===== config.mk =====
export PLATFORM = sky130hd
export DESIGN_NAME = c8_ram
export DESIGN_NICKNAME = d
export VERILOG_FILES = /design/src/hw/rtl/c8_ram.sv
export SDC_FILE = /design/constraint.sdc
export NUM_CORES = 1
export LEC_CHECK = 0
export BUFFER_PORTS_ARGS = -buffer_cell sky130_fd_sc_hd__buf_2
export CAP_MARGIN = 15
export CORE_MARGIN = 2
export CORE_UTILIZATION = 40
export DETAILED_ROUTE_END_ITERATION = 12
export GPL_TIMING_DRIVEN = 0
export PLACE_DENSITY = 0.53
export SKIP_CTS_REPAIR_TIMING = 1
export SLEW_MARGIN = 0
export SYNTH_ARGS = -nofsm -noshare
export SYNTH_HDL_FRONTEND = slang
export SYNTH_SLANG_ARGS = --single-unit
export TNS_END_PERCENT = 30

===== constraint.sdc =====
create_clock -name clk -period 2.7 [get_ports clk]
set_input_delay 0.405 -clock clk [delete_from_list [all_inputs] [get_ports clk]]
set_output_delay 0.405 -clock clk [all_outputs]
set_load 0.05 [all_outputs]

===== src/hw/rtl/c8_ram.sv =====
// Generic synchronous RAM: one write port, one read port, registered read data.
// No dependencies.
`default_nettype none

module c8_ram #(
  parameter int WIDTH = 8,
  parameter int DEPTH = 16,
  parameter int AW    = $clog2(DEPTH)
) (
  input  wire logic             clk,
  input  wire logic             we,
  input  wire logic [AW-1:0]    waddr,
  input  wire logic [WIDTH-1:0] wdata,
  input  wire logic [AW-1:0]    raddr,
  output logic      [WIDTH-1:0] rdata
);

  logic [WIDTH-1:0] mem [0:DEPTH-1];

  // Write port.
  always_ff @(posedge clk) begin
    if (we) begin
      mem[waddr] <= wdata;
    end
  end

  // Read port; the read data is registered.
  always_ff @(posedge clk) begin
    rdata <= mem[raddr];
  end

endmodule

`default_nettype wire


==> qor.csv, run 1 <==
stage;metric;value;unit
route;avgViaCountPerCell;5.13;
logic_synthesis;yosys.area.top_type;edfxtp_1;
clock_network;cts_root_buf;clkbuf_16;
clock_network;clk_pin_slew;0.06;ns
outcome;outcome;complete, no violations;
floorplan;die_h;117;µm
power_and_ir_drop;powerDensity;805;nW/µm²
route;drtIter0Drc;221;
critical_path;required;2.82;ns
logic_synthesis;yosys_register_bits;136;
global_routing;grt_pass1_wl;15.5;mm
route;drc;0;
logic_synthesis;synth_top_area_share;74.7;%
floorplan;core_area;12600;µm²
clock_network;cts_tree;built;
timing;rsz0062_at_grt;false;
timing;maxSlewViolCount;0;
timing;fin_crit;1.80;ns
place;gp_congestion;0.790;
cells_and_area;synthToLayoutAreaGrowth;18.4;%
clock_network;htreeDepth;4;
logic_synthesis;ys_warn_count;0;
clock_network;numCtsBuffers;17;
floorplan;ios;26;
logic_synthesis;yosys-top-cells-area;edfxtp_1, mux4_2, mux4_1;
clock_network;cts_sinks;136;
cells_and_area;fin_nets;293;
job;max_cap_viol_count;0;
floorplan;die_area;13800;µm²
timing;setup_viol;0;
critical_path;path_max_fanout;5;
timing;tightest_slew;0.862;ns
logic_synthesis;synth_edf_count;128;
timing;maxSlewHeadroom;42.3;%
global_routing;first_global_vias;2456;
power_and_ir_drop;power.leakage;2.04;nW
floorplan;die_w;117;µm
timing;max_freq;557;MHz
clock_network;insertion_delay;0.41;ns
logic_synthesis;ys_seq_area_share;77.8;%
min_path;min-delay-path-class;primary input to flip-flop;
critical_path;crit_type;primary input to flip-flop;
critical_path;end_kind;flip-flop;
timing;skew;0.00970;ns
clock_network;clk_path_buf_depth;2;
route;wl;10.2;mm
floorplan;row_count;41;
logic_synthesis;synth_commonest_cells;edfxtp_1, mux4_2, a22oi_1;
timing;hold_viol;0;
logic_synthesis;syn_nets;247;
global_routing;antenna_found_initial;0;
timing;post-route-period-util;66.5;%
place;dp_hpwl;6.54;mm
global_routing;grt_max_degree;17;
critical_path;cp.arrival;1.91;ns
logic_synthesis;synthCells;229;
route;vias;2359;
global_routing;grt_overflow;0;
power_and_ir_drop;peakVddDrop;0.546;mV
logic_synthesis;synth.most_common_cell;edfxtp_1;
timing;fin_tns_setup;0;ns
cells_and_area;num_antenna_cells;0;
logic_synthesis;synthDistinctLibCells;19;
cells_and_area;fin_area;6090;µm²
place;placed_area;5510;µm²
logic_synthesis;async_flop_share;0;%
route;drt-pass1-iter-count;4;
route;wl_per_cell;22.2;µm
floorplan;initial_utilization;41.0;%
global_routing;grt_usage;16.1;%
route;ant_nets;0;
logic_synthesis;netlist_area;5150;µm²
critical_path;worst_setup_path_start_kind;primary input;
place;port_buffers;24;
logic_synthesis;avgSynthCellArea;22.5;µm²
cells_and_area;drive_gt1_share;30.6;%
logic_synthesis;synth_ff_type;edfxtp_1;
[critical path, stage by stage]
cell and delay, ns:
buf_2 0.13, or3b_2 0.51, nor3_1 0.60, buf_4 0.27
[worst paths after layout]
path          endpoint  slack [ns]       start  cells past startpoint
max          mem[0][7]        0.90    waddr[2]                      4
max reg2reg   rdata[2]        1.22   mem[1][2]                      3
min reg2reg   rdata[0]        0.68  mem[15][0]                      3
min          mem[4][5]        0.40    wdata[5]                      1
[layer usage]
| layer | part of all wire (%) | vias up | track usage [%] |
|---|---|---|---|
| met5 | 0 | - | 0 |
| met4 | 0.87 | 0 | 4.74 |
| met3 | 6.2 | 7 | 5.40 |
| met2 | 47 | 73 | 24.2 |
| met1 | 46 | 1213 | 22.4 |
| li1 | - | 1066 | - |
[state kept, by name, summed over array words and instances, names as in the netlist]
name and flops:
mem 128, rdata 8
[layout make-up]
cell class                      count  area (µm²)
Timing Repair Buffer               27         140
Sequential cell                   136        4000
Fill cell                        1034        6470
Multi-Input combinational cell     83        1060
Clock buffer                       17         425
Tap cell                          172         215
Buffer                             10        86.3
Clock inverter                     15         160
[logic make-up after synthesis]
| logic type | after synthesis | synth area share, % |
|---|---|---|
| flip-flops | 136 | 77.8 |
| AND/OR/NAND/NOR | 35 | 3.18 |
| buffers and inverters | 10 | 1.68 |
| multiplexers | 32 | 15.0 |
| AO/OA/AOI/OAI | 16 | 2.33 |
[where the power goes]
group	switching (mW)	internal (mW)	total, mW	leakage [nW]
logic	0.181	0.0945	0.276	0.532
clock network	0.819	1.43	2.25	0.285
registers	0.0112	2.36	2.37	1.22
[per-stage QoR]
step | util, % | power (mW) | instances | worst slack (ns) | hold slack (ns)
finish | 48.5 | 4.90 | 460 | 0.904 | 0.398
global route | 48.5 | 5.08 | 460 | 0.848 | 0.395
CTS | 48.5 | 4.96 | 460 | 0.909 | 0.392
detailed placement | 43.8 | 2.70 | 428 | 0.463 | 0.670
global placement | 43.6 | 2.69 | 425 | 0.212 | 0.665
floorplan | - | 2.58 | 229 | 0.802 | 0.504
[layout by cell type, fill, tap and decap left out]
cell type and n:
edfxtp_1 128, buf_2 28, mux4_2 18, clkbuf_16 17, a22oi_1 16, mux4_1 14
nor2_1 13, nand2_1 9, dfxtp_1 8, clkinv_2 7, buf_6 3, clkdlybuf4s25_2 3
buf_4 3, nor3_1 3, clkinvlp_4 3, bufinv_16 3, nand3b_1 2, nand2b_1 2
nor2b_1 1, and2_1 1, and2b_1 1, nand3_1 1, nor3_2 1, or3b_2 1
clkinv_4 1, clkinv_1 1
No activity file was read; power rests on OpenSTA's default activity.
==> inputs of run 2 (changes only) <==
--- a/config.mk
+++ b/config.mk
@@ -5,6 +5,7 @@
 export SDC_FILE = /design/constraint.sdc
 export NUM_CORES = 1
 export LEC_CHECK = 0
+export ABC_AREA = 1
 export BUFFER_PORTS_ARGS = -buffer_cell sky130_fd_sc_hd__buf_2
 export CAP_MARGIN = 15
 export CORE_MARGIN = 2
==> constraint.sdc (replaced) <==
create_clock -name clk -period 1.82 [get_ports clk]
set_input_delay 0.273 -clock clk [delete_from_list [all_inputs] [get_ports clk]]
set_output_delay 0.273 -clock clk [all_outputs]
set_load 0.05 [all_outputs]
==> qor.csv, run 2 <==
stage;metric;value;unit;change
critical_path;cpPeakStageDelay;0.76;ns;+0.16 ns
route;wl_per_cell;18.4;µm;-17%
critical_path;cp.arrival;1.43;ns;-0.48 ns
critical_path;r2r_cells;6;;+3
clock_network;clk_pin_slew;0.06;ns;about the same
critical_path;crit_type;primary input to flip-flop;;
critical_path;worstReg2RegStart;mem[11][4];;
logic_synthesis;synth_commonest_cells;nand2_1, edfxtp_1, inv_1;;
logic_synthesis;synthDistinctLibCells;12;;-7
power_and_ir_drop;peakVddDrop;0.567;mV;+4.0%
power_and_ir_drop;sw_frac_of_total;22.7;%;+2.0 points
global_routing;use_met3;4.95;%;-0.45 points
logic_synthesis;syn_nets;569;;+130%
timing;post-route-period-util;76.0;%;
cells_and_area;synthToLayoutAreaGrowth;15.3;%;
global_routing;first_global_vias;3591;;+46%
timing;max_freq;723;MHz;
logic_synthesis;ys_seq_area_share;69.4;%;-8.4 points
logic_synthesis;avgSynthCellArea;10.5;µm²;-53%
logic_synthesis;synth_ff_type;edfxtp_1;;
clock_network;insertion_delay;0.42;ns;about the same
floorplan;die_h;124;µm;+5.6%
global_routing;grt_usage;20.7;%;+4.6 points
floorplan;die_w;124;µm;+5.6%
power_and_ir_drop;power_switching;1.65;mW;+63%
power_and_ir_drop;internal_power;5.62;mW;+44%
global_routing;met2_usage;29.0;%;+4.8 points
timing;maxSlewViolCount;0;;unchanged
timing;maxSlewHeadroom;35.9;%;-6.5 points
place;dp_hpwl;9.31;mm;+43%
logic_synthesis;yosys-top-cells-area;edfxtp_1, nand2_1, nand3_1;;
cells_and_area;largest_register;mem;;
global_routing;use_met1;31.3;%;+8.9 points
logic_synthesis;synth_top_area_share;66.7;%;-8.0 points
logic_synthesis;yosys_register_bits;136;;unchanged
min_path;min_path_cells;1;;unchanged
logic_synthesis;synthCells;551;;+140%
route;drc;0;;unchanged
cells_and_area;num_antenna_cells;0;;unchanged
critical_path;critPathTopFamily;simple AND/OR/NAND/NOR gates;;
cells_and_area;largest_register_ffs;128;;unchanged
route;vias;3809;;+61%
critical_path;cp_num_buf_inv;1;;-1
power_and_ir_drop;seqPwrFrac;48.5;%;about the same
floorplan;core_area;14000;µm²;+11%
cells_and_area;layout_common_cells;nand2_1, edfxtp_1, inv_1;;
critical_path;crit_chain;buf_2, nand3b_1, nor2_1;;
timing;hold_viol;0;;unchanged
clock_network;cts_sinks;136;;unchanged
timing;setup_viol;0;;unchanged
min_path;min_to;mem[3][2];;
global_routing;grt_overflow;0;;unchanged
cells_and_area;top_regs;mem (128), rdata (8);;
power_and_ir_drop;powerDensity;1090;nW/µm²;+36%
clock_network;numCtsBuffers;17;;unchanged
critical_path;worstReg2RegEnd;rdata[4];;
route;drtIter0Drc;438;;+98%
cells_and_area;final_common_cell;nand2_1;;
route;drt-pass1-iter-count;5;;+1
timing;skew;0.00438;ns;-0.00532 ns
power_and_ir_drop;p_comb_share;7.3;%;+1.7 points
global_routing;antenna_found_initial;0;;unchanged
job;max_cap_viol_count;0;;unchanged
global_routing;grt_pass1_wl;22.0;mm;+43%
place;placed_area;6100;µm²;+11%
global_routing;grt_busiest_layer;met1;;
timing;fin_crit;1.38;ns;
floorplan;die_area;15400;µm²;+12%
clock_network;htreeDepth;4;;unchanged
cells_and_area;drive_gt1_share;11.7;%;-19 points
timing;tightest_slew;0.959;ns;+0.0970 ns
logic_synthesis;ys_warn_count;0;;unchanged
critical_path;r2r_setup_slack;0.78;ns;-0.44 ns
route;wl;14.5;mm;+42%
critical_path;critPathSlowestCell;nor2_1;;
floorplan;row_count;43;;+4.9%
outcome;outcome;complete, no violations;;
logic_synthesis;synth.most_common_cell;nand2_1;;
critical_path;required;1.86;ns;-0.96 ns
logic_synthesis;yosys.area.top_type;edfxtp_1;;
min_path;min-delay-path-class;primary input to flip-flop;;
min_path;holdCritStartpoint;wdata[2];;
power_and_ir_drop;power.leakage;2.87;nW;+41%
timing;fin_tns_setup;0;ns;unchanged
critical_path;end_kind;flip-flop;;
clock_network;cts_tree;built;;
global_routing;grt_max_degree;17;;unchanged
critical_path;worst_setup_path_start_kind;primary input;;
route;ant_nets;0;;unchanged
cells_and_area;fin_area;6650;µm²;+9.1%
route;avgViaCountPerCell;4.85;;-5.4%
logic_synthesis;synth_edf_count;128;;unchanged
logic_synthesis;netlist_area;5770;µm²;+12%
place;port_buffers;22;;-8.3%
power_and_ir_drop;clkPwrFrac;44.2;%;-1.8 points
clock_network;clk_path_buf_depth;2;;unchanged
cells_and_area;fin_nets;610;;+110%
timing;rsz0062_at_grt;false;;
floorplan;ios;26;;unchanged
critical_path;path_max_fanout;8;;+3
clock_network;cts_root_buf;clkbuf_16;;
logic_synthesis;async_flop_share;0;%;unchanged
place;gp_congestion;0.845;;+7.0%
floorplan;initial_utilization;41.2;%;+0.27 points
run 2: cell count changes in the layout (fill, tap and decap cells not counted), sizes merged, moves of 2 or more:
cell | before | now
nand2 | 9 | 173
inv | 0 | 102
nand3 | 1 | 97
mux4 | 32 | 0
a22oi | 16 | 0
buf | 34 | 46
nor2 | 13 | 17
nor3 | 4 | 0
clkbuf | 17 | 20
clkdlybuf4s25 | 3 | 0
nand2b | 2 | 0
run 2: worst max-delay path by stage:
stage	start	end	cells past startpoint
2_1_floorplan	waddr[2]	mem[10][0]	2
3_3_place_gp	waddr[3]	mem[4][1]	3
3_5_place_dp	waddr[3]	mem[4][1]	3
4_1_cts	waddr[3]	mem[4][0]	3
5_1_grt	waddr[3]	mem[5][0]	3
6_report	waddr[3]	mem[4][3]	3
run 2: routing by layer:
metal	vias to the layer above	share of wire, %
li1	1856	-
met1	1797	48
met2	136	44
met3	20	6.6
met4	0	1.6
met5	-	0
run 2: stage by stage:
| step | std cells | utilization, % | power, mW | setup WS [ns] | hold slack, ns |
|---|---|---|---|---|---|
| after floorplan | 551 | - | 3.90 | 0.596 | 0.372 |
| after global placement | 753 | 43.6 | 4.11 | 0.0537 | 0.678 |
| after detailed placement | 753 | 43.6 | 4.11 | -0.0144 | 0.662 |
| after CTS | 785 | 47.5 | 7.28 | 0.424 | 0.265 |
| after global routing | 785 | 47.5 | 7.50 | 0.354 | 0.271 |
| final | 785 | 47.5 | 7.26 | 0.436 | 0.261 |
run 2: power by group through the flow:
stage	combinational, mW	sequential, mW	clock [mW]
floorplan	0.247	3.66	0
global placement	0.525	3.58	0
detailed placement	0.528	3.58	0
CTS	0.530	3.52	3.23
global route	0.582	3.52	3.39
finish	0.532	3.52	3.21
run 2: final cells by class:
type                       count  area [µm²]
sequential                   136        4000
clock buffer                  20         437
fill                        1327        7340
clock inverter                12         109
buffer                        24         166
inverter                     102         383
multi-input combinational    289        1210
timing repair buffer          22         110
tap                          180         225
run 2: worst register-to-register path: stages (launching register included):
cell	delay (ns)
edfxtp_1	0.35
inv_1	0.08
nand2_1	0.05
nand3_1	0.12
nand3_1	0.09
nand3_1	0.12
nand2_1	0.10
run 2: cells by family (layout without fill, tap and decap cells):
logic type	after synthesis	count (layout)	synth area share [%]
buffers and inverters	126	180	9.52
flip-flops	136	136	69.4
AND/OR/NAND/NOR	289	289	21.0
==> inputs of run 3 (changes only) <==
--- a/config.mk
+++ b/config.mk
@@ -12,7 +12,7 @@
 export CORE_UTILIZATION = 40
 export DETAILED_ROUTE_END_ITERATION = 12
 export GPL_TIMING_DRIVEN = 0
-export PLACE_DENSITY = 0.53
+export PLACE_DENSITY = 0.55
 export SKIP_CTS_REPAIR_TIMING = 1
 export SLEW_MARGIN = 0
 export SYNTH_ARGS = -nofsm -noshare
==> constraint.sdc (replaced) <==
create_clock -name clk -period 1.2 [get_ports clk]
set_input_delay 0.18 -clock clk [delete_from_list [all_inputs] [get_ports clk]]
set_output_delay 0.18 -clock clk [all_outputs]
set_load 0.05 [all_outputs]
==> qor.csv, run 3 (synthesis results as in run 2) <==
stage;metric;value;unit;change
timing;tightest_slew;0.796;ns;-0.162 ns
clock_network;clk_path_buf_depth;2;;unchanged
floorplan;core_area;14000;µm²;unchanged
route;drt-pass1-iter-count;7;;+2
cells_and_area;fin_nets;610;;unchanged
route;wl;14.3;mm;-0.97%
critical_path;cpPeakStageDelay;0.65;ns;-0.11 ns
route;drc;0;;unchanged
global_routing;first_global_vias;3686;;+2.6%
min_path;min-delay-path-class;primary input to flip-flop;;
min_path;min_path_cells;1;;unchanged
outcome;outcome;complete, no violations;;
clock_network;cts_tree;built;;
min_path;min_to;mem[10][5];;
timing;max_freq;842;MHz;
clock_network;clk_pin_slew;0.06;ns;about the same
critical_path;crit_type;primary input to flip-flop;;
route;avgViaCountPerCell;4.84;;-0.18%
cells_and_area;num_antenna_cells;0;;unchanged
timing;maxSlewHeadroom;46.7;%;+11 points
route;vias;3802;;-0.18%
timing;fin_crit;1.19;ns;
power_and_ir_drop;power.leakage;2.90;nW;+1.1%
min_path;holdCritStartpoint;wdata[5];;
power_and_ir_drop;powerDensity;1710;nW/µm²;+56%
cells_and_area;top_regs;mem (128), rdata (8);;
critical_path;r2r_cells;6;;unchanged
place;port_buffers;22;;unchanged
timing;maxSlewViolCount;0;;unchanged
critical_path;worstReg2RegEnd;rdata[7];;
cells_and_area;final_util;48.0;%;+0.48 points
place;dp_hpwl;9.21;mm;-1.1%
critical_path;critPathSlowestCell;nor2_1;;
route;wl_per_cell;18.2;µm;-0.97%
clock_network;insertion_delay;0.42;ns;about the same
global_routing;grt_overflow;0;;unchanged
route;ant_nets;0;;unchanged
global_routing;use_met1;28.2;%;-3.1 points
critical_path;cp.arrival;1.23;ns;-0.20 ns
floorplan;initial_utilization;41.2;%;unchanged
cells_and_area;layout_common_cells;nand2_1, edfxtp_1, inv_1;;
route;drtIter0Drc;403;;-8.0%
cells_and_area;largest_register_ffs;128;;unchanged
cells_and_area;largest_register;mem;;
timing;fin_tns_setup;0;ns;unchanged
floorplan;ios;26;;unchanged
floorplan;die_h;124;µm;unchanged
job;max_cap_viol_count;0;;unchanged
power_and_ir_drop;peakVddDrop;0.900;mV;+59%
timing;hold_viol;0;;unchanged
global_routing;grt_max_degree;17;;unchanged
timing;post-route-period-util;99.0;%;
global_routing;met2_usage;30.8;%;+1.8 points
global_routing;grt_usage;20.3;%;-0.33 points
global_routing;antenna_found_initial;0;;unchanged
critical_path;worst_setup_path_start_kind;primary input;;
global_routing;grt_pass1_wl;21.7;mm;-1.8%
timing;rsz0062_at_grt;true;;
clock_network;numCtsBuffers;17;;unchanged
critical_path;end_kind;flip-flop;;
clock_network;cts_sinks;136;;unchanged
critical_path;required;1.25;ns;-0.61 ns
cells_and_area;synthToLayoutAreaGrowth;16.4;%;
cells_and_area;final_common_cell;nand2_1;;
floorplan;row_count;43;;unchanged
critical_path;crit_chain;buf_2, nand3b_1, nor2_1;;
cells_and_area;drive_gt1_share;13.2;%;+1.5 points
clock_network;htreeDepth;4;;unchanged
critical_path;worstReg2RegStart;mem[14][7];;
global_routing;use_met3;5.17;%;+0.23 points
global_routing;grt_busiest_layer;met2;;
critical_path;r2r_setup_slack;0.17;ns;-0.61 ns
critical_path;path_max_fanout;8;;unchanged
timing;skew;0.00813;ns;+0.00375 ns
floorplan;die_w;124;µm;unchanged
clock_network;cts_root_buf;clkbuf_16;;
floorplan;die_area;15400;µm²;unchanged
timing;setup_viol;0;;unchanged
place;gp_congestion;0.902;;+6.7%
==> run 3: through the flow <==
stage | hold WS, ns | cells | setup WS, ns | area, µm² | power (mW)
after global placement | 0.601 | 753 | -0.513 | 6100 | 6.22
after detailed placement | 0.614 | 753 | -0.613 | 6100 | 6.24
after floorplan | 0.279 | 551 | 0.0692 | 5770 | 5.92
after global routing | 0.182 | 785 | -0.0656 | 6720 | 11.8
after CTS | 0.162 | 785 | -0.161 | 6700 | 11.5
final | 0.188 | 785 | 0.0121 | 6720 | 11.5
==> run 3: layout make-up <==
class	instances	area, µm²
buffer	24	166
tap	180	225
clock inverter	12	156
sequential	136	4000
multi-input combinational	289	1230
timing repair buffer	22	113
inverter	102	383
clock buffer	20	437
fill	1297	7270
==> run 3: worst max-delay path by stage <==
stage / start / end / slack [ns] / depth (start not counted)
3_5_place_dp: waddr[3] / mem[6][1] / -0.61 / 3
2_1_floorplan: waddr[3] / mem[4][0] / 0.07 / 2
6_report: waddr[2] / mem[9][1] / 0.01 / 3
3_3_place_gp: waddr[3] / mem[6][2] / -0.51 / 3
4_1_cts: waddr[3] / mem[6][1] / -0.16 / 3
5_1_grt: waddr[2] / mem[9][3] / -0.07 / 3
==> run 3: power breakdown <==
part           switching (mW)  internal (mW)
Sequential             0.0257           5.31
Combinational           0.605          0.207
Clock                    1.88           3.43
Total                    2.51           8.95
==> run 3: critical path: cells and delay by family <==
kind                   cells  cell delay (ns)
AND/OR/NAND/NOR            2             0.94
buffers and inverters      1             0.12
==> run 3: layer usage <==
metal	up-vias	wire, µm
met3	23	1110
met4	0	292
li1	1857	-
met5	-	0
met2	141	6460
met1	1781	6460
