$ cat config.mk
export PLATFORM = sky130hd
export DESIGN_NAME = c8_seq_flat
export DESIGN_NICKNAME = d
export VERILOG_FILES = /design/src/hw/rtl/c8_pkg.sv /design/src/hw/rtl/c8_in_if.sv /design/src/hw/rtl/c8_out_if.sv /design/src/hw/rtl/c8_seq.sv /design/src/flat_wrapper.sv
export SDC_FILE = /design/constraint.sdc
export NUM_CORES = 1
export LEC_CHECK = 0
export ABC_AREA = 1
export BUFFER_PORTS_ARGS = -buffer_cell sky130_fd_sc_hd__buf_2
export CAP_MARGIN = 10
export CELL_PAD_IN_SITES_DETAIL_PLACEMENT = 0
export CELL_PAD_IN_SITES_GLOBAL_PLACEMENT = 1
export CORE_UTILIZATION = 40
export CTS_CLUSTER_DIAMETER = 200
export CTS_CLUSTER_SIZE = 10
export DETAILED_ROUTE_END_ITERATION = 10
export PLACE_DENSITY_LB_ADDON = 0.1
export SLEW_MARGIN = 10
export SYNTH_ARGS = -nofsm -noshare
export SYNTH_HDL_FRONTEND = slang
export SYNTH_SLANG_ARGS = --single-unit
$ cat constraint.sdc
create_clock -name clk -period 15.5 [get_ports clk]
set_input_delay 3.1 -clock clk [delete_from_list [all_inputs] [get_ports clk]]
set_output_delay 3.1 -clock clk [all_outputs]
set_load 0.1 [all_outputs]
$ cat src/hw/rtl/c8_pkg.sv
// Package for the CHIP-8 instruction core: sizes, codes, sequencer states
// and the hex font table loaded by the memory clearing pass.
// No dependencies.
`default_nettype none

package c8_pkg;

  // Sizes of the machine.
  localparam int MEM_BYTES     = 4096;
  localparam int ADDR_W        = 12;
  localparam int SCREEN_WIDTH  = 64;
  localparam int SCREEN_HEIGHT = 32;
  localparam int ROW_W         = 5;
  localparam int XPOS_W        = 6;
  localparam int VREG_N        = 16;
  localparam int VIDX_W        = 4;
  localparam int FONT_LEN      = 80;
  localparam int FONT_IDX_W    = 7;

  localparam logic [ADDR_W-1:0] FONT_BASE      = 12'h050;
  localparam logic [ADDR_W-1:0] START_ADDR_RST = 12'h200;
  localparam logic [VIDX_W-1:0] VF_IDX         = 4'hF;

  // Item functions.
  localparam logic [1:0] FN_WRITE = 2'd0;
  localparam logic [1:0] FN_STEP  = 2'd1;
  localparam logic [1:0] FN_READ  = 2'd2;

  // Opcode classes (top nibble) and the clear-screen opcode.
  localparam logic [3:0]  OPC_SYS = 4'h0;
  localparam logic [3:0]  OPC_JP  = 4'h1;
  localparam logic [3:0]  OPC_LD  = 4'h6;
  localparam logic [3:0]  OPC_ADD = 4'h7;
  localparam logic [3:0]  OPC_LDI = 4'hA;
  localparam logic [3:0]  OPC_DRW = 4'hD;
  localparam logic [15:0] OP_CLS  = 16'h00E0;

  // Sequencer states.
  typedef enum logic [3:0] {
    S_CLEAR,
    S_IDLE,
    S_FETCH_HI,
    S_FETCH_LO,
    S_EXEC,
    S_ADD,
    S_DRAW_X,
    S_DRAW_Y,
    S_DRAW_RD,
    S_DRAW_WR,
    S_ROW,
    S_DONE
  } state_t;

  localparam logic [7:0] FONT_GLYPHS [0:FONT_LEN-1] = '{
    8'hF0, 8'h90, 8'h90, 8'h90, 8'hF0, 8'h20, 8'h60, 8'h20, 8'h20, 8'h70,
    8'hF0, 8'h10, 8'hF0, 8'h80, 8'hF0, 8'hF0, 8'h10, 8'hF0, 8'h10, 8'hF0,
    8'h90, 8'h90, 8'hF0, 8'h10, 8'h10, 8'hF0, 8'h80, 8'hF0, 8'h10, 8'hF0,
    8'hF0, 8'h80, 8'hF0, 8'h90, 8'hF0, 8'hF0, 8'h10, 8'h20, 8'h40, 8'h40,
    8'hF0, 8'h90, 8'hF0, 8'h90, 8'hF0, 8'hF0, 8'h90, 8'hF0, 8'h10, 8'hF0,
    8'hF0, 8'h90, 8'hF0, 8'h90, 8'h90, 8'hE0, 8'h90, 8'hE0, 8'h90, 8'hE0,
    8'hF0, 8'h80, 8'h80, 8'h80, 8'hF0, 8'hE0, 8'h90, 8'h90, 8'h90, 8'hE0,
    8'hF0, 8'h80, 8'hF0, 8'h80, 8'hF0, 8'hF0, 8'h80, 8'hF0, 8'h80, 8'h80
  };

  // Reset contents of main memory: the font at its base, zero elsewhere.
  function automatic logic [7:0] font_byte(input logic [ADDR_W-1:0] addr);
    logic [ADDR_W-1:0] offs;
    offs = addr - FONT_BASE;
    if (addr >= FONT_BASE && offs < ADDR_W'(FONT_LEN)) begin
      return FONT_GLYPHS[offs[FONT_IDX_W-1:0]];
    end
    return 8'h00;
  endfunction

endpackage

`default_nettype wire

$ cat src/hw/rtl/c8_in_if.sv
// Input channel of the CHIP-8 instruction core: valid/ready and one item.
// Depends on c8_pkg for field widths.
`default_nettype none

interface c8_in_if;
  logic                         valid;
  logic                         ready;
  logic [1:0]                   func;
  logic [c8_pkg::ADDR_W-1:0]    address;
  logic [7:0]                   data;
  logic [c8_pkg::ROW_W-1:0]     row;

  modport source (output valid, func, address, data, row, input ready);
  modport sink   (input valid, func, address, data, row, output ready);
endinterface

`default_nettype wire

$ cat src/hw/rtl/c8_out_if.sv
// Result channel of the CHIP-8 instruction core: valid/ready and one result.
// Depends on c8_pkg for field widths.
`default_nettype none

interface c8_out_if;
  logic                              valid;
  logic                              ready;
  logic [c8_pkg::ADDR_W-1:0]         next_pc;
  logic [15:0]                       executed_opcode;
  logic                              collision;
  logic [c8_pkg::SCREEN_WIDTH-1:0]   row_pixels;

  modport source (output valid, next_pc, executed_opcode, collision, row_pixels,
                  input ready);
  modport sink   (input valid, next_pc, executed_opcode, collision, row_pixels,
                  output ready);
endinterface

`default_nettype wire

$ cat src/hw/rtl/c8_seq.sv
// Sequencer of the CHIP-8 instruction core: fetches, decodes and executes
// by read-modify-write on the three RAMs, and holds the result register.
// Depends on c8_pkg, c8_in_if and c8_out_if.
`default_nettype none

module c8_seq (
  input  wire logic                                  clk,
  input  wire logic                                  rst_n,
  c8_in_if.sink                                      in_if,
  c8_out_if.source                                   out_if,
  // Main memory port.
  output logic                                       main_we,
  output logic [c8_pkg::ADDR_W-1:0]                  main_waddr,
  output logic [7:0]                                 main_wdata,
  output logic [c8_pkg::ADDR_W-1:0]                  main_raddr,
  input  wire logic [7:0]                            main_rdata,
  // Data register file port.
  output logic                                       v_we,
  output logic [c8_pkg::VIDX_W-1:0]                  v_waddr,
  output logic [7:0]                                 v_wdata,
  output logic [c8_pkg::VIDX_W-1:0]                  v_raddr,
  input  wire logic [7:0]                            v_rdata,
  // Display row port.
  output logic                                       d_we,
  output logic [c8_pkg::ROW_W-1:0]                   d_waddr,
  output logic [c8_pkg::SCREEN_WIDTH-1:0]            d_wdata,
  output logic [c8_pkg::ROW_W-1:0]                   d_raddr,
  input  wire logic [c8_pkg::SCREEN_WIDTH-1:0]       d_rdata
);

  c8_pkg::state_t state_r, state_nxt;

  logic [c8_pkg::ADDR_W-1:0]       clr_r;
  logic [c8_pkg::ADDR_W-1:0]       pc_r;
  logic [c8_pkg::ADDR_W-1:0]       idx_r;
  logic                            vf0_r;
  logic [c8_pkg::VREG_N-1:0]       v_vld_r;
  logic [c8_pkg::SCREEN_HEIGHT-1:0] d_vld_r;
  logic                            v_rd_vld_r;
  logic                            d_rd_vld_r;
  logic                            step_r;
  logic                            read_r;
  logic [7:0]                      op_hi_r;
  logic [15:0]                     op_r;
  logic [c8_pkg::XPOS_W-1:0]       x0_r;
  logic [c8_pkg::ROW_W-1:0]        y0_r;
  logic [3:0]                      ri_r;
  logic                            hit_r;
  logic [c8_pkg::SCREEN_WIDTH-1:0] pix_r;

  logic                            out_valid_r;
  logic [c8_pkg::ADDR_W-1:0]       out_pc_r;
  logic [15:0]                     out_op_r;
  logic                            out_col_r;
  logic [c8_pkg::SCREEN_WIDTH-1:0] out_pix_r;

  logic                            in_acc;
  logic                            load_out;
  logic [7:0]                      v_data;
  logic [c8_pkg::SCREEN_WIDTH-1:0] d_data;
  logic [c8_pkg::ROW_W:0]          cur_y;
  logic                            draw_go;
  logic [c8_pkg::SCREEN_WIDTH-1:0] sprite_mask;
  logic [3:0]                      op_x;
  logic [3:0]                      op_y;
  logic [7:0]                      op_nn;

  // Decoded opcode fields.
  assign op_x  = op_r[11:8];
  assign op_y  = op_r[7:4];
  assign op_nn = op_r[7:0];

  // Never-written entries of the register file and display read as zero.
  assign v_data = v_rd_vld_r ? v_rdata : 8'h00;
  assign d_data = d_rd_vld_r ? d_rdata : '0;

  // Draw row position and the sprite row placed at its start column; bits
  // shifted past the right edge fall away, which clips them.
  assign cur_y       = {1'b0, y0_r} + {2'b00, ri_r};
  assign draw_go     = (ri_r < op_r[3:0]) && !cur_y[c8_pkg::ROW_W];
  assign sprite_mask = {main_rdata, {(c8_pkg::SCREEN_WIDTH-8){1'b0}}} >> x0_r;

  assign in_acc = in_if.valid && in_if.ready;

  // Next-state logic.
  always_comb begin
    state_nxt = state_r;
    unique case (state_r)
      c8_pkg::S_CLEAR: begin
        if (clr_r == '1) begin
          state_nxt = c8_pkg::S_IDLE;
        end
      end
      c8_pkg::S_IDLE: begin
        if (in_if.valid) begin
          if (in_if.func == c8_pkg::FN_STEP) begin
            state_nxt = c8_pkg::S_FETCH_HI;
          end else if (in_if.func == c8_pkg::FN_READ) begin
            state_nxt = c8_pkg::S_ROW;
          end else begin
            state_nxt = c8_pkg::S_DONE;
          end
        end
      end
      c8_pkg::S_FETCH_HI: state_nxt = c8_pkg::S_FETCH_LO;
      c8_pkg::S_FETCH_LO: state_nxt = c8_pkg::S_EXEC;
      c8_pkg::S_EXEC: begin
        unique case (op_r[15:12])
          c8_pkg::OPC_ADD: state_nxt = c8_pkg::S_ADD;
          c8_pkg::OPC_DRW: state_nxt = c8_pkg::S_DRAW_X;
          default:         state_nxt = c8_pkg::S_DONE;
        endcase
      end
      c8_pkg::S_ADD:     state_nxt = c8_pkg::S_DONE;
      c8_pkg::S_DRAW_X:  state_nxt = c8_pkg::S_DRAW_Y;
      c8_pkg::S_DRAW_Y:  state_nxt = c8_pkg::S_DRAW_RD;
      c8_pkg::S_DRAW_RD: state_nxt = draw_go ? c8_pkg::S_DRAW_WR : c8_pkg::S_DONE;
      c8_pkg::S_DRAW_WR: state_nxt = c8_pkg::S_DRAW_RD;
      c8_pkg::S_ROW:     state_nxt = c8_pkg::S_DONE;
      c8_pkg::S_DONE: begin
        if (!out_valid_r || out_if.ready) begin
          state_nxt = c8_pkg::S_IDLE;
        end
      end
      default: state_nxt = c8_pkg::S_IDLE;
    endcase
  end

  // Output logic: handshake and RAM port controls.
  always_comb begin
    in_if.ready = 1'b0;
    load_out    = 1'b0;
    main_we     = 1'b0;
    main_waddr  = in_if.address;
    main_wdata  = in_if.data;
    main_raddr  = pc_r;
    v_we        = 1'b0;
    v_waddr     = op_x;
    v_wdata     = op_nn;
    v_raddr     = op_x;
    d_we        = 1'b0;
    d_waddr     = cur_y[c8_pkg::ROW_W-1:0];
    d_wdata     = d_data ^ sprite_mask;
    d_raddr     = cur_y[c8_pkg::ROW_W-1:0];
    unique case (state_r)
      c8_pkg::S_CLEAR: begin
        main_we    = 1'b1;
        main_waddr = clr_r;
        main_wdata = c8_pkg::font_byte(clr_r);
      end
      c8_pkg::S_IDLE: begin
        in_if.ready = 1'b1;
        main_we     = in_if.valid && (in_if.func == c8_pkg::FN_WRITE);
        d_raddr     = in_if.row;
      end
      c8_pkg::S_FETCH_HI: begin
        main_raddr = pc_r + 12'd1;
      end
      c8_pkg::S_EXEC: begin
        v_we = (op_r[15:12] == c8_pkg::OPC_LD);
      end
      c8_pkg::S_ADD: begin
        v_we    = 1'b1;
        v_wdata = v_data + op_nn;
      end
      c8_pkg::S_DRAW_X: begin
        v_raddr = op_y;
      end
      c8_pkg::S_DRAW_RD: begin
        main_raddr = idx_r + {8'h00, ri_r};
        if (!draw_go) begin
          v_we    = 1'b1;
          v_waddr = c8_pkg::VF_IDX;
          v_wdata = {7'h00, hit_r};
        end
      end
      c8_pkg::S_DRAW_WR: begin
        d_we = 1'b1;
      end
      c8_pkg::S_DONE: begin
        load_out = !out_valid_r || out_if.ready;
      end
      default: begin
      end
    endcase
  end

  // State, clearing counter and architectural registers.
  always_ff @(posedge clk) begin
    if (!rst_n) begin
      state_r <= c8_pkg::S_CLEAR;
      clr_r   <= '0;
      pc_r    <= c8_pkg::START_ADDR_RST;
      idx_r   <= '0;
      vf0_r   <= 1'b0;
      v_vld_r <= '0;
      d_vld_r <= '0;
    end else begin
      state_r <= state_nxt;
      if (state_r == c8_pkg::S_CLEAR) begin
        clr_r <= clr_r + 12'd1;
      end
      if (state_r == c8_pkg::S_FETCH_LO) begin
        pc_r <= pc_r + 12'd2;
      end
      if (state_r == c8_pkg::S_EXEC) begin
        if (op_r[15:12] == c8_pkg::OPC_JP) begin
          pc_r <= op_r[c8_pkg::ADDR_W-1:0];
        end
        if (op_r[15:12] == c8_pkg::OPC_LDI) begin
          idx_r <= op_r[c8_pkg::ADDR_W-1:0];
        end
        if (op_r == c8_pkg::OP_CLS) begin
          d_vld_r <= '0;
        end
      end
      // Keep a copy of the low bit of VF for the collision field.
      if (v_we) begin
        v_vld_r[v_waddr] <= 1'b1;
        if (v_waddr == c8_pkg::VF_IDX) begin
          vf0_r <= v_wdata[0];
        end
      end
      if (d_we) begin
        d_vld_r[d_waddr] <= 1'b1;
      end
    end
  end

  // Valid bits that travel with each register file and display read.
  always_ff @(posedge clk) begin
    v_rd_vld_r <= v_vld_r[v_raddr];
    d_rd_vld_r <= d_vld_r[d_raddr];
  end

  // Item working registers.
  always_ff @(posedge clk) begin
    if (in_acc) begin
      step_r <= (in_if.func == c8_pkg::FN_STEP);
      read_r <= (in_if.func == c8_pkg::FN_READ);
    end
    if (state_r == c8_pkg::S_FETCH_HI) begin
      op_hi_r <= main_rdata;
    end
    if (state_r == c8_pkg::S_FETCH_LO) begin
      op_r <= {op_hi_r, main_rdata};
    end
    if (state_r == c8_pkg::S_DRAW_X) begin
      x0_r <= v_data[c8_pkg::XPOS_W-1:0];
    end
    if (state_r == c8_pkg::S_DRAW_Y) begin
      y0_r  <= v_data[c8_pkg::ROW_W-1:0];
      ri_r  <= '0;
      hit_r <= 1'b0;
    end
    if (state_r == c8_pkg::S_DRAW_WR) begin
      ri_r  <= ri_r + 4'd1;
      hit_r <= hit_r | (|(d_data & sprite_mask));
    end
    if (state_r == c8_pkg::S_ROW) begin
      pix_r <= d_data;
    end
  end

  // Result register: holds a finished beat while the receiver stalls.
  always_ff @(posedge clk) begin
    if (!rst_n) begin
      out_valid_r <= 1'b0;
    end else if (load_out) begin
      out_valid_r <= 1'b1;
    end else if (out_if.ready) begin
      out_valid_r <= 1'b0;
    end
  end

  always_ff @(posedge clk) begin
    if (load_out) begin
      out_pc_r  <= pc_r;
      out_op_r  <= step_r ? op_r : 16'h0000;
      out_col_r <= vf0_r;
      out_pix_r <= read_r ? pix_r : '0;
    end
  end

  assign out_if.valid           = out_valid_r;
  assign out_if.next_pc         = out_pc_r;
  assign out_if.executed_opcode = out_op_r;
  assign out_if.collision       = out_col_r;
  assign out_if.row_pixels      = out_pix_r;

endmodule

`default_nettype wire

$ cat src/flat_wrapper.sv
// flat-port wrapper written by rule: the top's interface ports become plain ports
module c8_seq_flat 
  (clk, rst_n, main_we, main_waddr, main_wdata, main_raddr, main_rdata, v_we, v_waddr, v_wdata, v_raddr, v_rdata, d_we, d_waddr, d_wdata, d_raddr, d_rdata, in_if_valid, in_if_func, in_if_address, in_if_data, in_if_row, in_if_ready, out_if_valid, out_if_next_pc, out_if_executed_opcode, out_if_collision, out_if_row_pixels, out_if_ready);
  c8_in_if in_if_i ();
  c8_out_if out_if_i ();
  input  wire logic clk;
  input  wire logic rst_n;
  output logic main_we;
  output logic [c8_pkg::ADDR_W-1:0] main_waddr;
  output logic [7:0] main_wdata;
  output logic [c8_pkg::ADDR_W-1:0] main_raddr;
  input  wire logic [7:0] main_rdata;
  output logic v_we;
  output logic [c8_pkg::VIDX_W-1:0] v_waddr;
  output logic [7:0] v_wdata;
  output logic [c8_pkg::VIDX_W-1:0] v_raddr;
  input  wire logic [7:0] v_rdata;
  output logic d_we;
  output logic [c8_pkg::ROW_W-1:0] d_waddr;
  output logic [c8_pkg::SCREEN_WIDTH-1:0] d_wdata;
  output logic [c8_pkg::ROW_W-1:0] d_raddr;
  input  wire logic [c8_pkg::SCREEN_WIDTH-1:0] d_rdata;
  input wire logic [$bits(in_if_i.valid)-1:0] in_if_valid;
  input wire logic [$bits(in_if_i.func)-1:0] in_if_func;
  input wire logic [$bits(in_if_i.address)-1:0] in_if_address;
  input wire logic [$bits(in_if_i.data)-1:0] in_if_data;
  input wire logic [$bits(in_if_i.row)-1:0] in_if_row;
  output wire logic [$bits(in_if_i.ready)-1:0] in_if_ready;
  output wire logic [$bits(out_if_i.valid)-1:0] out_if_valid;
  output wire logic [$bits(out_if_i.next_pc)-1:0] out_if_next_pc;
  output wire logic [$bits(out_if_i.executed_opcode)-1:0] out_if_executed_opcode;
  output wire logic [$bits(out_if_i.collision)-1:0] out_if_collision;
  output wire logic [$bits(out_if_i.row_pixels)-1:0] out_if_row_pixels;
  input wire logic [$bits(out_if_i.ready)-1:0] out_if_ready;
  assign in_if_i.valid = in_if_valid;
  assign in_if_i.func = in_if_func;
  assign in_if_i.address = in_if_address;
  assign in_if_i.data = in_if_data;
  assign in_if_i.row = in_if_row;
  assign in_if_ready = in_if_i.ready;
  assign out_if_valid = out_if_i.valid;
  assign out_if_next_pc = out_if_i.next_pc;
  assign out_if_executed_opcode = out_if_i.executed_opcode;
  assign out_if_collision = out_if_i.collision;
  assign out_if_row_pixels = out_if_i.row_pixels;
  assign out_if_i.ready = out_if_ready;
  c8_seq u_core (.clk(clk), .rst_n(rst_n), .in_if(in_if_i), .out_if(out_if_i), .main_we(main_we), .main_waddr(main_waddr), .main_wdata(main_wdata), .main_raddr(main_raddr), .main_rdata(main_rdata), .v_we(v_we), .v_waddr(v_waddr), .v_wdata(v_wdata), .v_raddr(v_raddr), .v_rdata(v_rdata), .d_we(d_we), .d_waddr(d_waddr), .d_wdata(d_wdata), .d_raddr(d_raddr), .d_rdata(d_rdata));
endmodule
==> flow_summary.ini, run 1 <==
[place]
dp_cells = 2704
gp_congestion = 0.900
portBuffers = 330
postPlaceCellArea_mm2 = 0.0179
dp_hpwl_mm = 37.1
place_ws_ns = 7.10

[power_and_ir_drop]
sequentialPowerShare_pct = 49.7
p_leak_nw = 9.34
powerDensity_mw_per_mm2 = 87.8
switching_share_pct = 23.0
power.switching_mw = 0.382
power_frac_clock_pct = 45.4
irDropWorstVdd_uv = 62.5
total_power_mw = 1.66
power_frac_comb_pct = 4.9
cellInternalPower_mw = 1.28

[synth]
avgSynthCellArea_um2 = 8.25
synth_commonest_cells = nand2_1, inv_1, edfxtp_1
yosys_warnings = 0
syn_nets = 2121
syn_inst = 1911
ys_seq_area_share_pct = 49.6
synth_top_area_cell = edfxtp_1
synth_ff_type = edfxtp_1
synth_area_leaders = edfxtp_1, nand2_1, dfxtp_1
ys_seq_elements = 291
synth_area_mm2 = 0.0158
synthDominantCellAreaShare_pct = 37.9
synth_edf_count = 199
synth_most_common_cell = nand2_1
async_flop_share_pct = 0
ys_types = 50

[clocking]
cts_buffers = 35
post_cts_buffers = 0
path_clk_slew_ns = 0.05
clockRootBuffer = clkbuf_16
cts_tree = yes
htreeDepth = 2
max-clock-path-buffers = 3
cts_resized = 0
clk_latency_ns = 0.54
hold_buffers = 0
clkSinkCount = 291

[floorplanning]
die_area_mm2 = 0.0402
start_util_pct = 40.7
num_io_pins = 331
core_region_area_mm2 = 0.0387
die_w_um = 201
die_h_um = 201
row_count = 72

[routing]
drt_pass1_iterations = 5
drtIter0Drc = 876
drc = 0
num_vias = 13800
vias_per_cell = 4.98
wl_per_cell_um = 17.8
drt-total-wl_mm = 49.2
ant_nets = 0

[timing]
min_period_ns = 8.42
hold_ws_ns = 0.417
skew_ns = 0.0207
drv_slew = 0
max_freq_mhz = 119
finalCritPeriodShare_pct = 54.3
tightest_slew_ns = 1.04
setup_tns_ns = 0
setup_viol = 0
rsz0062_at_grt = no
relSlewSlack_pct = 31.0
hold_violations = 0
setup_slack_ns = 7.08

[run]
drv.max_cap_violation_count = 0

[worst_setup_path]
r2r_start = u_core.x0_r[5]
critPathArrivalTime_ns = 5.32
end_kind = primary output
startpoint = v_rdata[0]
crit_type = in -> out
path_cells = buf_2 > nand2_1 > inv_1 > ha_1 > fa_1 > nand3_1 > nand3_1 > nand2_1 > nand2_1 > a21o_1 > a21oi_1 > o21ai_0 > o21ai_0 > buf_2
crit_fanout = 3
crit_buf_inv = 3
path_delay_family = buffers and inverters
worst_path_max_delay_cell = buf_2
slowest_delay_ns = 0.48
cp.required_ns = 12.40
path_common_cell = nand2_1
worstSetupStartpointType = input pin

[finish]
fin_util_pct = 48.7
instances_no_fill = 2763
syn_to_final_growth_pct = 19.7
fin_area_mm2 = 0.0189
drive_gt1_share_pct = 18.6
nFillCells = 3918
nets = 2433

[run_status]
status = completed

[grt]
grt-busiest-layer = met2
met3_usage_pct = 4.12
track_usage_pct = 24.2
grtUsageMet1_pct = 34.3
grt_util_met2_pct = 37.5
grt_max_degree = 71
antenna_found_initial = 4
grt_pass1_wl_mm = 75.5
grt_overflow = 0
grt_pass1_vias = 13000

[min_path]
hp-class = reg -> reg
holdCritStartpoint = u_core.op_hi_r[7]
[cells in the final DEF, fill, tap and decap left out, types with 6 or more instances in the layout]
cell | Yosys | routed
or2_2 | 6 | 6
nand4_1 | 16 | 16
nor2_1 | 173 | 172
o21ai_0 | 91 | 91
nand2_1 | 500 | 500
o22ai_1 | 10 | 10
nor3_1 | 29 | 28
inv_2 | 7 | 7
clkbuf_16 | 0 | 36
nor3_2 | 5 | 6
edfxtp_1 | 199 | 199
nor4_1 | 20 | 20
xor2_1 | 11 | 11
nand3_1 | 94 | 94
a21oi_1 | 90 | 90
buf_4 | 4 | 8
ha_1 | 96 | 96
nand2_2 | 7 | 7
o21ai_1 | 11 | 11
buf_2 | 10 | 330
dfxtp_1 | 92 | 91
o211ai_1 | 16 | 16
o221ai_1 | 8 | 8
clkbuf_1 | 45 | 19
inv_1 | 314 | 314
[final cells by class]
type | instances | area, um2 | area share, %
antenna | 1 | 2.50 | 0.0133
clock buffer | 55 | 972 | 5.15
clock inverter | 3 | 33.8 | 0.179
inverter | 326 | 1220 | 6.48
multi-input combinational | 1231 | 6470 | 34.3
sequential | 291 | 7820 | 41.4
tap | 518 | 648 | 3.43
timing repair buffer | 338 | 1710 | 9.07
[path summary, 6_finish.rpt]
check | endpoint | cells past startpoint | slack (ns)
max | v_wdata[6] | 14 | 7.08
min | u_core.op_r[15] | 0 | 0.42
max reg2reg | u_core.hit_r | 8 | 11.03
min reg2reg | u_core.op_r[15] | 0 | 0.42
[metal layers]
layer  up-vias  share of wire, %
li1       6868                 -
met1      6377                47
met2       434                44
met3        79               5.7
met4         6               2.8
met5         -             0.067
[state kept, by name, summed over array words and instances (netlist names), 4 cells and up]
name                           count
u_core.pc_r                       12
u_core.idx_r                      12
u_core.op_r                       16
u_core.clr_r                      12
u_core.op_hi_r                     8
u_core.d_vld_r                    32
u_core.v_vld_r                    16
u_core.ri_r                        4
u_core.out_if.row_pixels          64
u_core.x0_r                        6
u_core.y0_r                        5
u_core.state_r                     4
u_core.out_if.executed_opcode     16
u_core.out_if.next_pc             12
u_core.pix_r                      64
[cells by family (layout without fill, tap and decap cells)]
group	count (synthesis)	in the layout	synth area share, %
and+or+nand+nor	867	867	23.2
buffers and inverters	389	722	9.48
DFF	291	291	49.6
AOI/OAI and AO/OA	249	249	8.82
adders and majority gates	99	99	8.00
xor gates and xnor gates	15	15	0.881
muxes	1	1	0.0635
other	0	1	0
[power by group through the flow]
stage                     Sequential, mW  Clock (mW)  Combinational [mW]
after floorplan                    0.839           0              0.0558
after global placement             0.840           0              0.0817
after detailed placement           0.840           0              0.0819
after CTS                          0.823       0.776              0.0821
after global routing               0.823       0.800              0.0881
final                              0.824       0.752              0.0816
No activity file was read; power rests on OpenSTA's default activity.
==> inputs of run 2 (changes only) <==
- clock period: 15.5 -> 8.15 ns (I/O delays scaled with it)
==> run 2 against run 1 <==
Sequential power increased by 91%. Power is 91% higher. Critical path depth fell by 9. Combinational power grew 92%. Utilization barely moved. Largest cell class unchanged.
==> flow_summary.ini, run 2 (synthesis gave the netlist of run 1 again) <==
[floorplanning]
die_area_mm2 = 0.0402
row_count = 72
die_w_um = 201
num_io_pins = 331
core_region_area_mm2 = 0.0387
die_h_um = 201
start_util_pct = 40.7

[routing]
wl_met1_mm = 23.0
wl_met2_mm = 21.9
vias_per_cell = 5.00
num_vias = 13800
drt-total-wl_mm = 49.7
ant_nets = 0
drtIter0Drc = 936
top_layer_used = met5
wl_per_cell_um = 18.0
wl_met3_mm = 3.50
drc = 0
drt_pass1_iterations = 5

[place]
dp_cells = 2703
portBuffers = 330
dp_hpwl_mm = 37.0
gp_congestion = 0.906
postPlaceCellArea_mm2 = 0.0179

[finish]
final_cell_mix = nand2_1, buf_2, inv_1, edfxtp_1, nor2_1
nFillCells = 3890
fin_area_mm2 = 0.0189
final_common_cell = nand2_1
fin_util_pct = 48.7
nets = 2432
drive_gt1_share_pct = 18.5
syn_to_final_growth_pct = 19.7
instances_no_fill = 2761

[grt]
antenna_found_initial = 3
grt_pass1_wl_mm = 76.6
grt_pass1_vias = 13100
grt_max_degree = 76
grt_overflow = 0
track_usage_pct = 24.6

[timing]
setup_tns_ns = 0
tightest_slew_ns = 1.13
finalCritPeriodShare_pct = 71.4
hold_violations = 0
skew_ns = 0.0166
drv_slew = 0
max_freq_mhz = 172
relSlewSlack_pct = 24.5
min_period_ns = 5.82
rsz0062_at_grt = no
setup_viol = 0

[power_and_ir_drop]
p_leak_nw = 9.34
power_frac_clock_pct = 45.7
power.switching_mw = 0.733
powerDensity_mw_per_mm2 = 168
power_frac_comb_pct = 4.9
switching_share_pct = 23.1
irDropWorstVdd_uv = 137
sequentialPowerShare_pct = 49.4
cellInternalPower_mw = 2.44

[worst_setup_path]
end_kind = primary output
path_cells = clkinv_1 > nand2_1 > o32ai_1 > ha_1 > buf_2
slowest_delay_ns = 0.93
worstSetupStartpointType = flip-flop
worst_path_max_delay_cell = edfxtp_1
critPathArrivalTime_ns = 4.19
crit_fanout = 26
cp.required_ns = 6.52
crit_buf_inv = 2
crit_type = reg -> out
path_delay_family = buffers and inverters

[clocking]
cts_buffers = 35
htreeDepth = 2
hold_buffers = 0
post_cts_buffers = 0
cts_resized = 0
clk_latency_ns = 0.53
cts_tree = yes
path_clk_slew_ns = 0.06
max-clock-path-buffers = 3
clkSinkCount = 291
clockRootBuffer = clkbuf_16

[run_status]
status = completed

[run]
drv.max_cap_violation_count = 0

[min_path]
hp-class = reg -> reg
-- run 2: changes by cell type in the layout (fill, tap and decap cells not counted), sizes merged --
cell / change
buf: -1
clkbuf: +1
clkinv: -1
inv: -1
-- run 2: final timing paths --
path	startpoint	slack, ns	cells after the start	end
setup / recovery	u_core.x0_r[5]	2.33	5	d_wdata[29]
hold / removal	u_core.op_hi_r[5]	0.42	0	u_core.op_r[13]
setup reg to reg	u_core.x0_r[5]	3.64	8	u_core.hit_r
hold reg to reg	u_core.op_hi_r[5]	0.42	0	u_core.op_r[13]
-- run 2: stage by stage --
stage | total power [mW] | hold slack, ns | worst slack (ns)
2_1_floorplan | 1.70 | 0.400 | 2.39
3_3_place_gp | 1.75 | 0.402 | 2.68
3_5_place_dp | 1.75 | 0.407 | 2.65
4_1_cts | 3.20 | 0.420 | 2.35
5_1_grt | 3.27 | 0.433 | 2.17
6_report | 3.17 | 0.420 | 2.33
-- run 2: worst reg2reg max path: cells and delay by family (launching register included) --
| family | cells | cell delay [ns] |
|---|---|---|
| flip-flops | 1 | 0.93 |
| buffers and inverters | 1 | 0.93 |
| AND/OR/NAND/NOR | 4 | 1.81 |
| AO/OA/AOI/OAI | 2 | 0.36 |
| adder cells (fa/ha/maj) | 1 | 0.24 |
-- run 2: power groups by stage --
stage,sequential [mW],clock (mW),combinational [mW]
2_1_floorplan,1.60,0,0.106
3_3_place_gp,1.60,0,0.157
3_5_place_dp,1.60,0,0.157
4_1_cts,1.57,1.48,0.157
5_1_grt,1.57,1.54,0.169
6_report,1.57,1.45,0.157
-- run 2: cell type report --
type	count	area, um2	share of cell area [%]
clock buffers	56	997	5.28
clock inverters	1	8.76	0.0464
inverters	326	1220	6.48
repair buffers	337	1700	9.03
flip-flops and latches	291	7820	41.4
well taps	518	648	3.43
diodes	1	2.50	0.0133
multi-input cells	1231	6470	34.3
-- run 2: metal layers --
metal  vias to the layer above  global-route usage (%)
li1                       6833                       -
met1                      6434                    35.1
met2                       473                    37.7
met3                        68                    4.94
met4                         2                    6.95
met5                         -                       0
==> inputs of run 3 (changes only) <==
- ABC_AREA: 1 -> 0
- clock period: 8.15 -> 5.48 ns (I/O delays scaled with it)
==> run 3 against run 2 <==
First-iteration DRC count down 18%. Synthesized area down 2.8%. Via count down 13%. Register-to-register slack worse by 2.3 ns. Critical path depth up 4. Hold slack worse by 0.015 ns. Critical path type unchanged. Critical endpoint is now v_wdata[1]. Largest cell class unchanged. Highest routed layer unchanged.
==> flow_summary.ini, run 3 <==
[run_status]
status = completed

[place]
place_ws_ns = 0.749
gp_congestion = 0.874
dp_cells = 2215
dp_hpwl_mm = 33.5
portBuffers = 330

[synth]
synth-simple-area-share_pct = 20.7
synthDominantCellAreaShare_pct = 39.0
avgSynthCellArea_um2 = 10.7
synth_area_mm2 = 0.0153
synth_top_area_cell = edfxtp_1
synth_adder_area_share_pct = 8.23
synth_ff_type = edfxtp_1
synth_top_family_by_area = simple AND/OR/NAND/NOR gates
async_flop_share_pct = 0
ys_types = 72
synth_edf_count = 199
ys_seq_elements = 291
synth_compound_area_share_pct = 10.4
yosys_warnings = 0
syn_nets = 1646
syn_inst = 1436
ys_seq_area_share_pct = 51.0
synth_commonest_cells = edfxtp_1, and2_1, nand2_1
synth_most_common_cell = edfxtp_1
synth_xor_area_share_pct = 2.06
synth_area_leaders = edfxtp_1, dfxtp_1, ha_1
synth_mux_area_share_pct = 4.48

[min_path]
hp-class = reg -> reg

[routing]
vias_per_cell = 5.30
num_vias = 12100
wl_per_cell_um = 20.5
drtIter0Drc = 771
drt_pass1_iterations = 5
drt-total-wl_mm = 46.6
ant_nets = 0
drc = 0

[clocking]
path_clk_slew_ns = 0.07
max-clock-path-buffers = 3
hold_buffers = 0
htreeDepth = 2
cts_tree = yes
cts_buffers = 35
cts_resized = 0
clkSinkCount = 291
clockRootBuffer = clkbuf_16
clk_latency_ns = 0.53
post_cts_buffers = 0

[floorplanning]
num_io_pins = 331
core_region_area_mm2 = 0.0377
die_h_um = 198
start_util_pct = 40.7
die_area_mm2 = 0.0391
die_w_um = 198
row_count = 71

[run]
drv.max_cap_violation_count = 0

[timing]
drv_slew = 0
relSlewSlack_pct = 27.8
rsz0062_at_grt = no
skew_ns = 0.0268
max_freq_mhz = 209
hold_violations = 0
setup_tns_ns = 0
finalCritPeriodShare_pct = 87.3
tightest_slew_ns = 1.08
hold_ws_ns = 0.405
min_period_ns = 4.78
setup_slack_ns = 0.697
setup_viol = 0

[power_and_ir_drop]
powerDensity_mw_per_mm2 = 254
irDropWorstVdd_uv = 199
p_leak_nw = 7.67

[worst_setup_path]
end_kind = primary output
slowest_delay_ns = 0.55
crit_fanout = 9
worstSetupStartpointType = flip-flop
worst_path_max_delay_cell = a221oi_2
cp.required_ns = 4.38
crit_type = reg -> out
critPathArrivalTime_ns = 3.69
path_cells = ha_1 > a21o_1 > a21oi_1 > o21bai_1 > a221oi_2 > nor2_1 > buf_4 > o31ai_1 > buf_2
path_delay_family = compound AO/OA/AOI/OAI gates
crit_buf_inv = 2

[grt]
grt_pass1_wl_mm = 69.2
track_usage_pct = 23.4
antenna_found_initial = 6
grt_overflow = 0
grt_pass1_vias = 11500
grt_max_degree = 65

[finish]
final_common_cell = buf_2
fin_util_pct = 49.0
drive_gt1_share_pct = 23.7
syn_to_final_growth_pct = 20.5
instances_no_fill = 2276
nFillCells = 3611
register_area_mm2 = 0.00782
final_cell_mix = buf_2, edfxtp_1, and2_1, nand2_1, nor2_1
nets = 1952
multiInputGateArea_mm2 = 0.00707
-- run 3: report_power, final --
group | switching (mW) | internal, mW | total [mW]
clock | 0.894 | 1.24 | 2.13
combinational | 0.156 | 0.0715 | 0.227
sequential | 0.00646 | 2.32 | 2.33
-- run 3: layout make-up --
cell class              count  area share [%]
diodes                      4          0.0542
repair buffers            347            9.62
clock buffers              55            5.38
multi-input cells        1029            38.3
well taps                 511            3.46
clock inverters             1          0.0474
flip-flops and latches    291            42.3
inverters                  38           0.779
-- run 3: through the flow --
step | total power [mW] | area, um2
finish | 4.69 | 18500
global route | 4.83 | 18500
CTS | 4.74 | 18400
detailed placement | 2.60 | 17400
global placement | 2.60 | 17400
floorplan | 2.53 | 15300
-- run 3: cells by family after synthesis --
kind of cell / Yosys count
AOI/OAI and AO/OA: 228
and+or+nand+nor: 602
xor gates and xnor gates: 36
buffers and inverters: 116
muxes: 64
DFF: 291
adders and majority gates: 99
-- run 3: final timing paths --
path                           from         endpoint  slack, ns  cells after the start
setup / recovery     u_core.ri_r[1]       v_wdata[1]       0.70                      9
hold / removal    u_core.op_hi_r[6]  u_core.op_r[14]       0.41                      0
setup reg to reg     u_core.x0_r[1]     u_core.hit_r       1.35                     14
hold reg to reg   u_core.op_hi_r[6]  u_core.op_r[14]       0.41                      0
-- run 3: worst reg2reg max path: stages, from the launching register on --
cell and delay [ns]:
edfxtp_1 0.67, mux2_2 0.41, nand2_1 0.07, o21ai_0 0.12
mux2i_1 0.31, nor2_1 0.07, a21oi_1 0.61, nor2_1 0.12
ha_1 0.23, nor4_1 0.33, nand2_1 0.14, nor4_1 0.22
nand3_1 0.11, nor4_1 0.40, nor2_1 0.07
-- run 3: routing by layer --
metal	global-route usage (%)	routed length, um
met5	0	27
met3	4.31	2740
met2	36.8	21500
met4	7.52	1200
met1	32.6	21100
